File: src/sv/tsc_pkg.sv
package tsc_pkg;

    // Field and coordinate widths
    localparam int COORD_BITS  = 12;
    localparam int VALUE_BITS  = 12;
    localparam int TAP_BITS    = 12;
    localparam int RADIUS_BITS = 12;

    // Widths of the squared travel and the squared radius
    localparam int SQ_BITS   = 2 * COORD_BITS;
    localparam int DIST_BITS = SQ_BITS + 1;
    localparam int RAD2_BITS = 2 * RADIUS_BITS;
    localparam int CMP_BITS  = (DIST_BITS > RAD2_BITS) ? DIST_BITS : RAD2_BITS;

    // Register reset values
    localparam logic [RADIUS_BITS-1:0] RADIUS_RESET = RADIUS_BITS'(50);
    localparam logic [RAD2_BITS-1:0]   RAD2_RESET   = RAD2_BITS'(50 * 50);

    // Event classes on the input channel
    typedef enum logic [1:0] {
        EV_OTHER = 2'd0,
        EV_ABS_X = 2'd1,
        EV_ABS_Y = 2'd2,
        EV_TOUCH = 2'd3
    } event_class_t;

    // Key states carried by a touch event
    localparam logic [VALUE_BITS-1:0] KEY_RELEASE = VALUE_BITS'(0);
    localparam logic [VALUE_BITS-1:0] KEY_PRESS   = VALUE_BITS'(1);

    // Gesture codes on the result channel
    typedef enum logic [2:0] {
        GEST_TAP   = 3'd0,
        GEST_RIGHT = 3'd1,
        GEST_LEFT  = 3'd2,
        GEST_DOWN  = 3'd3,
        GEST_UP    = 3'd4
    } gesture_t;

    typedef logic [COORD_BITS-1:0] coord_t;
    typedef logic [TAP_BITS-1:0]   tap_t;

    // Everything the classifier needs to know about one release
    typedef struct packed {
        coord_t abs_dx;
        coord_t abs_dy;
        logic   dx_neg;
        logic   dy_pos;
        tap_t   tap_x;
        tap_t   tap_y;
    } release_t;

    // Keep the low COORD_BITS of an event value, zero-filling if narrower.
    function automatic coord_t to_coord(input logic [VALUE_BITS-1:0] value);
        logic [VALUE_BITS+COORD_BITS-1:0] ext;
        ext = {{COORD_BITS{1'b0}}, value};
        return ext[COORD_BITS-1:0];
    endfunction

    // Keep the low TAP_BITS of a coordinate, zero-filling if narrower.
    function automatic tap_t to_tap(input coord_t coord);
        logic [COORD_BITS+TAP_BITS-1:0] ext;
        ext = {{TAP_BITS{1'b0}}, coord};
        return ext[TAP_BITS-1:0];
    endfunction

endpackage

File: src/sv/tsc_classify.sv
module tsc_classify (
    input  logic                              aclk,
    input  logic                              aresetn,
    input  logic                              rel_valid,
    output logic                              rel_ready,
    input  tsc_pkg::release_t                 rel,
    input  logic [tsc_pkg::RAD2_BITS-1:0]     rad2,
    output logic                              m_valid,
    input  logic                              m_ready,
    output logic [2:0]                        m_gesture,
    output logic [tsc_pkg::TAP_BITS-1:0]      m_tap_x,
    output logic [tsc_pkg::TAP_BITS-1:0]      m_tap_y
);

    // Stage one: the release as taken from the front end
    logic               s1_valid_reg;
    tsc_pkg::release_t  s1_reg;

    // Stage two: squared travel and the dominant axis
    logic                           s2_valid_reg;
    logic [tsc_pkg::SQ_BITS-1:0]    sq_x_reg;
    logic [tsc_pkg::SQ_BITS-1:0]    sq_y_reg;
    logic                           x_major_reg;
    logic                           s2_dx_neg_reg;
    logic                           s2_dy_pos_reg;
    tsc_pkg::tap_t                  s2_tap_x_reg;
    tsc_pkg::tap_t                  s2_tap_y_reg;

    // Result register
    logic               out_valid_reg;
    tsc_pkg::gesture_t  gesture_reg;
    tsc_pkg::tap_t      tap_x_reg;
    tsc_pkg::tap_t      tap_y_reg;

    logic s1_ready;
    logic s2_ready;
    logic out_ready;

    logic [tsc_pkg::SQ_BITS-1:0]    sq_x_next;
    logic [tsc_pkg::SQ_BITS-1:0]    sq_y_next;
    logic                           x_major_next;
    logic [tsc_pkg::DIST_BITS-1:0]  dist2;
    logic                           swipe;
    tsc_pkg::gesture_t              gesture_next;
    tsc_pkg::tap_t                  tap_x_next;
    tsc_pkg::tap_t                  tap_y_next;

    // Each stage moves on when it is empty or the stage after it moves on.
    assign out_ready = !out_valid_reg || m_ready;
    assign s2_ready  = !s2_valid_reg || out_ready;
    assign s1_ready  = !s1_valid_reg || s2_ready;
    assign rel_ready = s1_ready;

    // Squares of the travel on each axis, and which axis dominates.
    assign sq_x_next    = tsc_pkg::SQ_BITS'(s1_reg.abs_dx) * tsc_pkg::SQ_BITS'(s1_reg.abs_dx);
    assign sq_y_next    = tsc_pkg::SQ_BITS'(s1_reg.abs_dy) * tsc_pkg::SQ_BITS'(s1_reg.abs_dy);
    assign x_major_next = s1_reg.abs_dx > s1_reg.abs_dy;

    // Travel against the radius, then direction; ties go to the vertical axis.
    always_comb begin
        dist2 = tsc_pkg::DIST_BITS'(sq_x_reg) + tsc_pkg::DIST_BITS'(sq_y_reg);
        swipe = tsc_pkg::CMP_BITS'(dist2) > tsc_pkg::CMP_BITS'(rad2);
        tap_x_next = '0;
        tap_y_next = '0;
        if (!swipe) begin
            gesture_next = tsc_pkg::GEST_TAP;
            tap_x_next   = s2_tap_x_reg;
            tap_y_next   = s2_tap_y_reg;
        end else if (x_major_reg) begin
            gesture_next = s2_dx_neg_reg ? tsc_pkg::GEST_LEFT : tsc_pkg::GEST_RIGHT;
        end else begin
            gesture_next = s2_dy_pos_reg ? tsc_pkg::GEST_DOWN : tsc_pkg::GEST_UP;
        end
    end

    // Valid flags
    always_ff @(posedge aclk) begin
        if (!aresetn) begin
            s1_valid_reg  <= 1'b0;
            s2_valid_reg  <= 1'b0;
            out_valid_reg <= 1'b0;
        end else begin
            if (s1_ready) begin
                s1_valid_reg <= rel_valid;
            end
            if (s2_ready) begin
                s2_valid_reg <= s1_valid_reg;
            end
            if (out_ready) begin
                out_valid_reg <= s2_valid_reg;
            end
        end
    end

    // Payload registers load whenever their stage moves on.
    always_ff @(posedge aclk) begin
        if (s1_ready) begin
            s1_reg <= rel;
        end
        if (s2_ready) begin
            sq_x_reg      <= sq_x_next;
            sq_y_reg      <= sq_y_next;
            x_major_reg   <= x_major_next;
            s2_dx_neg_reg <= s1_reg.dx_neg;
            s2_dy_pos_reg <= s1_reg.dy_pos;
            s2_tap_x_reg  <= s1_reg.tap_x;
            s2_tap_y_reg  <= s1_reg.tap_y;
        end
        if (out_ready) begin
            gesture_reg <= gesture_next;
            tap_x_reg   <= tap_x_next;
            tap_y_reg   <= tap_y_next;
        end
    end

    assign m_valid   = out_valid_reg;
    assign m_gesture = gesture_reg;
    assign m_tap_x   = tap_x_reg;
    assign m_tap_y   = tap_y_reg;

endmodule

File: src/sv/touch_swipe_classifier.sv
// Touch swipe classifier.
// Input channel (s_valid/s_ready, s_event_class, s_event_value) carries
// touch-panel events: absolute X, absolute Y, and touch key press/release.
// X and Y events update the latest coordinates; a press latches them as the
// start point. Only a release produces a result on the output channel
// (m_valid/m_ready, m_gesture, m_tap_x, m_tap_y): a tap with the release
// coordinates, or a swipe direction with zero coordinates.
// cfg_wr_en/cfg_wr_data write the swipe radius; write it only while idle.
// Throughput is one event per cycle while s_ready is high. A release
// passes through a three-stage pipeline whose middle stage holds the two
// squaring multipliers; other events finish in the transfer cycle.
// Reset clears the coordinates to 0, sets the radius to 50 and empties the
// pipeline. When the receiver stalls the result is held, the pipeline
// fills behind it and s_ready falls once all three stages are occupied.
module touch_swipe_classifier (
    input  logic                            aclk,
    input  logic                            aresetn,
    input  logic                            s_valid,
    output logic                            s_ready,
    input  logic [1:0]                      s_event_class,
    input  logic [tsc_pkg::VALUE_BITS-1:0]  s_event_value,
    output logic                            m_valid,
    input  logic                            m_ready,
    output logic [2:0]                      m_gesture,
    output logic [tsc_pkg::TAP_BITS-1:0]    m_tap_x,
    output logic [tsc_pkg::TAP_BITS-1:0]    m_tap_y,
    input  logic                            cfg_wr_en,
    input  logic [tsc_pkg::RADIUS_BITS-1:0] cfg_wr_data
);

    tsc_pkg::coord_t                    cur_x_reg;
    tsc_pkg::coord_t                    cur_y_reg;
    tsc_pkg::coord_t                    press_x_reg;
    tsc_pkg::coord_t                    press_y_reg;
    logic [tsc_pkg::RAD2_BITS-1:0]      rad2_reg;

    logic                               in_xfer;
    logic                               is_press;
    logic                               is_release;
    logic signed [tsc_pkg::COORD_BITS:0] dx;
    logic signed [tsc_pkg::COORD_BITS:0] dy;
    logic [tsc_pkg::COORD_BITS:0]       abs_dx_full;
    logic [tsc_pkg::COORD_BITS:0]       abs_dy_full;
    tsc_pkg::release_t                  rel;
    logic                               rel_ready;

    assign in_xfer    = s_valid && s_ready;
    assign is_press   = (s_event_class == tsc_pkg::EV_TOUCH) &&
                        (s_event_value == tsc_pkg::KEY_PRESS);
    assign is_release = (s_event_class == tsc_pkg::EV_TOUCH) &&
                        (s_event_value == tsc_pkg::KEY_RELEASE);

    // Travel from the start point to the latest coordinates.
    always_comb begin
        dx = $signed({1'b0, cur_x_reg}) - $signed({1'b0, press_x_reg});
        dy = $signed({1'b0, cur_y_reg}) - $signed({1'b0, press_y_reg});
        abs_dx_full = dx[tsc_pkg::COORD_BITS] ? -dx : dx;
        abs_dy_full = dy[tsc_pkg::COORD_BITS] ? -dy : dy;
        rel.abs_dx = abs_dx_full[tsc_pkg::COORD_BITS-1:0];
        rel.abs_dy = abs_dy_full[tsc_pkg::COORD_BITS-1:0];
        rel.dx_neg = dx[tsc_pkg::COORD_BITS];
        rel.dy_pos = !dy[tsc_pkg::COORD_BITS] && (dy != '0);
        rel.tap_x  = tsc_pkg::to_tap(cur_x_reg);
        rel.tap_y  = tsc_pkg::to_tap(cur_y_reg);
    end

    // Coordinate state is updated at the transfer of each event.
    always_ff @(posedge aclk) begin
        if (!aresetn) begin
            cur_x_reg   <= '0;
            cur_y_reg   <= '0;
            press_x_reg <= '0;
            press_y_reg <= '0;
        end else if (in_xfer) begin
            if (s_event_class == tsc_pkg::EV_ABS_X) begin
                cur_x_reg <= tsc_pkg::to_coord(s_event_value);
            end
            if (s_event_class == tsc_pkg::EV_ABS_Y) begin
                cur_y_reg <= tsc_pkg::to_coord(s_event_value);
            end
            if (is_press) begin
                press_x_reg <= cur_x_reg;
                press_y_reg <= cur_y_reg;
            end
        end
    end

    // The radius is kept in squared form, worked out when it is written.
    always_ff @(posedge aclk) begin
        if (!aresetn) begin
            rad2_reg <= tsc_pkg::RAD2_RESET;
        end else if (cfg_wr_en) begin
            rad2_reg <= tsc_pkg::RAD2_BITS'(cfg_wr_data) * tsc_pkg::RAD2_BITS'(cfg_wr_data);
        end
    end

    assign s_ready = rel_ready;

    tsc_classify u_classify (
        .aclk      (aclk),
        .aresetn   (aresetn),
        .rel_valid (in_xfer && is_release),
        .rel_ready (rel_ready),
        .rel       (rel),
        .rad2      (rad2_reg),
        .m_valid   (m_valid),
        .m_ready   (m_ready),
        .m_gesture (m_gesture),
        .m_tap_x   (m_tap_x),
        .m_tap_y   (m_tap_y)
    );

endmodule

File: config.mk
export PLATFORM = sky130hd
export DESIGN_NAME = touch_swipe_classifier
export DESIGN_NICKNAME = d
export VERILOG_FILES = /design/src/sv/tsc_pkg.sv /design/src/sv/tsc_classify.sv /design/src/sv/touch_swipe_classifier.sv
export SDC_FILE = /design/constraint.sdc
export NUM_CORES = 1
export LEC_CHECK = 0
export BUFFER_PORTS_ARGS = -buffer_cell sky130_fd_sc_hd__buf_2
export CELL_PAD_IN_SITES_DETAIL_PLACEMENT = 0
export CELL_PAD_IN_SITES_GLOBAL_PLACEMENT = 1
export CORE_MARGIN = 2
export CORE_UTILIZATION = 46
export DETAILED_ROUTE_END_ITERATION = 12
export MAX_ROUTING_LAYER = met4
export PLACE_DENSITY = 0.79
export SYNTH_ARGS = -nofsm -noshare
export SYNTH_HDL_FRONTEND = slang
export SYNTH_SLANG_ARGS = --single-unit
File: constraint.sdc
create_clock -name aclk -period 5.5 [get_ports aclk]
set_input_delay 0.275 -clock aclk [delete_from_list [all_inputs] [get_ports aclk]]
set_output_delay 0.275 -clock aclk [all_outputs]
set_load 0.01 [all_outputs]
==> reports/qor.json <==
{
  "outcome": {
    "outcome": "completed"
  },
  "critical_path": {
    "required_time_worst_endpoint_ns": 5.80,
    "startpoint_type": "flip-flop",
    "cp_top_delay_family": "adder cells",
    "critical-path-slowest-cell": "fa_1",
    "path_class": "reg -> reg",
    "worst-path-buf-inv": 3,
    "path_max_fanout": 6,
    "crit_path_frequent_cell": "fa_1",
    "timing.rr.end": "u_classify.sq_x_reg[23]",
    "worst_path_largest_cell_delay_ns": 0.56,
    "path_cells": "buf_4, and2_1, ha_1, xnor2_2, fa_1, fa_1, fa_1, inv_1, fa_1, inv_1, ha_2, nand4_1, nor2_2, o2111ai_1, a31o_2, a211o_1, nand3_1, o221ai_1",
    "reg2reg_depth": 18,
    "regToRegStartpoint": "u_classify.s1_reg[44]",
    "cp.arrival_ns": 5.62,
    "crit_path_end_kind": "flip-flop",
    "ff2ff_setup_slack_ns": 0.18
  },
  "synthesis": {
    "synthTopCellsByArea": "fa_1 21%, edfxtp_1 20%, ha_1 14%",
    "postSynth.topFlopCell": "edfxtp_1",
    "post_synth.cell_area_avg_um2": 9.807,
    "number_of_synthesized_flops_with_an_enable_pin": 150,
    "synth_top_cells_by_count": "452 x inv_1, 257 x ha_1, 240 x fa_1",
    "synth_register_bits": 224,
    "synth_warnings": 0,
    "synthMostInstantiatedCell": "inv_1",
    "synth_area_leader_cell": "fa_1",
    "synth.net_count": 2824,
    "yosysSeqAreaShare_pct": 26.58,
    "syn_area_um2": 22520,
    "synth.distinct_cells": 77,
    "syn_inst": 2296,
    "async_flop_share_pct": 0,
    "synth_largest_type_area_fraction_pct": 21.34
  },
  "floorplanning": {
    "design.portCount": 60,
    "vertical_extent_of_the_die_um": 225.3,
    "placement_rows": 81,
    "die_area_um2": 50740,
    "floorplan.die.width_um": 225.3,
    "core-area_um2": 48650,
    "initial_core_utilization_pct": 46.29
  },
  "timing": {
    "hold_viol": 0,
    "setup_tns_ns": 0,
    "highest_clock_rate_mhz": 187.9,
    "timing_worst_slew_pin_value_ns": 1.108,
    "whs_ns": 0.1346,
    "timing.clock.skew_ns": 0.01036,
    "rsz0062_at_grt": "no",
    "fin_crit_sh_pct": 96.77,
    "final_number_of_max_transition_violations": 0,
    "setup_slack_ns": 0.1775,
    "finalCriticalPeriod_ns": 5.323,
    "max_slew_margin_pct": 26.08,
    "number_of_failing_setup_endpoints_in_the_final_timing_report": 0
  },
  "route": {
    "wirelength_um": 48490,
    "route.detailed.drc": 0,
    "firstDrtPassIters": 5,
    "number_of_nets_with_antenna_violations_after_detailed_routing": 0,
    "wl_per_cell_um": 15.94,
    "drt_iter0_markers": 771,
    "route.vias.total": 15702,
    "viasPerCell": 5.162
  },
  "final_layout": {
    "areaGrowthSynthToFinish_pct": 10.19,
    "post_route_cells_drive_above_1_share_pct": 8.227,
    "largest_register_ff_count": 50,
    "num-nets-final": 2928,
    "layout.cells.non_filler": 3042,
    "fillers": 4464
  },
  "clock_network": {
    "numClockSinks": 224,
    "cts.htree.levels": 1,
    "cts_tree": "built",
    "path_clk_slew_ns": 0.06,
    "clockRootBuffer": "clkbuf_16",
    "worstSkewPairLatency_ns": 0.56,
    "number_of_buffers_inserted_during_clock_tree_synthesis": 25,
    "cts_buffer_depth": 3
  },
  "hold_path": {
    "hold_start": "m_ready",
    "type_of_the_tightest_min_delay_check": "in -> reg",
    "worstHoldPathCells": 3,
    "holdPathEnd": "u_classify.m_valid"
  },
  "global_routing": {
    "grt_use_total_pct": 20.57,
    "first_global_vias": 16581,
    "grt_antenna_before_repair": 1,
    "wire_length_of_the_first_global_routing_pass_um": 81900,
    "total_grt_overflow": 0,
    "largest_net_degree_at_the_start_of_global_routing": 74
  },
  "job": {
    "timing.max_cap.violations": 0
  },
  "place": {
    "port_buffers": 59,
    "place_hpwl_um": 39770,
    "gp_routability_congestion": 0.8914,
    "pre_cts_ws_ns": 0.05280,
    "placed_cells_incl_taps": 2964
  },
  "pwr": {
    "total_leakage_power_nw": 12.32,
    "powerDensity_nw_per_um2": 572.4,
    "power.ir.vdd_worst_v": 0.0004688
  }
}
==> how the worst max path moves through the flow <==
stage | slack (ns) | end | start | cells past startpoint
2_1_floorplan | 0.23 | u_classify.sq_y_reg[22] | u_classify.s1_reg[27] | 19
3_3_place_gp | 0.15 | u_classify.sq_x_reg[23] | u_classify.s1_reg[42] | 17
3_5_place_dp | 0.05 | u_classify.sq_x_reg[23] | u_classify.s1_reg[42] | 17
4_1_cts | 0.04 | u_classify.sq_x_reg[23] | u_classify.s1_reg[42] | 17
5_1_grt | 0.009 | u_classify.sq_x_reg[23] | u_classify.s1_reg[44] | 18
6_report | 0.18 | u_classify.sq_x_reg[23] | u_classify.s1_reg[44] | 18
==> per-layer routing <==
metal	routed length (um)	share of wire (%)	GRT usage (%)	vias to the layer above
met5	0	0	-	-
met2	24150	50	35.64	247
met1	21400	44	25.71	7629
met3	1569	3.2	2.008	87
met4	1367	2.8	5.704	0
li1	-	-	-	7739
==> kinds of logic (layout without fill, tap and decap cells) <==
family                     count (synthesis)  count (layout)  share of synthesized area, %
muxes                                     51              51                         2.300
and+or+nand+nor                          598             598                         13.40
xor gates and xnor gates                 116             116                         4.512
DFF                                      224             224                         26.58
AOI/OAI and AO/OA                        299             299                         9.052
adders and majority gates                497             497                         35.62
other                                      0               1                             0
buffers and inverters                    511             634                         8.540
==> cell type report <==
class	count	area, um2	area share (%)
diodes	1	2.502	0.01009
repair buffers	132	875.8	3.530
inverters	456	1712	6.898
flip-flops and latches	224	5986	24.12
multi-input cells	1561	14670	59.10
clock buffers	33	675.6	2.723
well taps	622	778.2	3.137
clock inverters	13	117.6	0.4740
==> report_power, final <==
group / internal (mW) / total (mW) / leakage (nW) / switching, mW
Sequential: 2.38 / 2.61 / 2.37 / 0.224
Combinational: 4.24 / 9.97 / 9.56 / 5.73
Clock: 0.923 / 1.62 / 0.394 / 0.702
==> worst register-to-register path: cells and delay by family (launching register included) <==
| family | cells | cell delay (ns) |
|---|---|---|
| DFF | 1 | 0.52 |
| adders and majority gates | 6 | 2.68 |
| and+or+nand+nor | 4 | 0.60 |
| AOI/OAI and AO/OA | 4 | 0.80 |
| xor gates and xnor gates | 1 | 0.16 |
| buffers and inverters | 3 | 0.31 |
==> layout by cell type, fill, tap and decap left out, types with 7 or more instances in the layout <==
cell type      synthesis  routed
a211oi_1              15      15
a21boi_0              13      13
a21o_1                26      26
a21oi_1               76      75
a31oi_1               11      11
a41oi_1                7       7
and2_1                88      88
and3_1                37      37
buf_2                  2      59
buf_4                  0      59
clkbuf_16              0      25
dfxtp_1               74      74
dlygate4sd3_1          0      12
edfxtp_1             150     150
fa_1                 240     239
ha_1                 257     254
inv_1                452     451
mux2i_1               45      45
nand2_1              157     156
nand2b_1              22      22
nand3_1               35      34
nand4_1               12      12
nor2_1               126     124
nor2b_1               60      60
nor3_1                21      21
nor4_1                 8       8
o211ai_1              15      15
o21a_1                17      17
o21ai_0               53      51
o21bai_1               7       7
or2_2                  7       7
xnor2_1               81      79
xor2_1                35      35
==> repair_timing <==
item | in CTS | in global routing
resized for setup | 0 | 12
hold endpoints to repair | 12 | 0
endpoints found under the setup margin | 0 | 12
hold buffers | 12 | 0
buffers inserted | 0 | 19
==> through the flow <==
step                area (um2)  util (%)  power (mW)
finish                   24810     51.01       14.20
CTS                      24630     50.63       14.18
detailed placement       23720     48.76       12.40
global route             24810     51.01       15.75
global placement         23720     48.76       12.21
floorplan                22520         -       9.755
(Power assumes the default switching activity.)
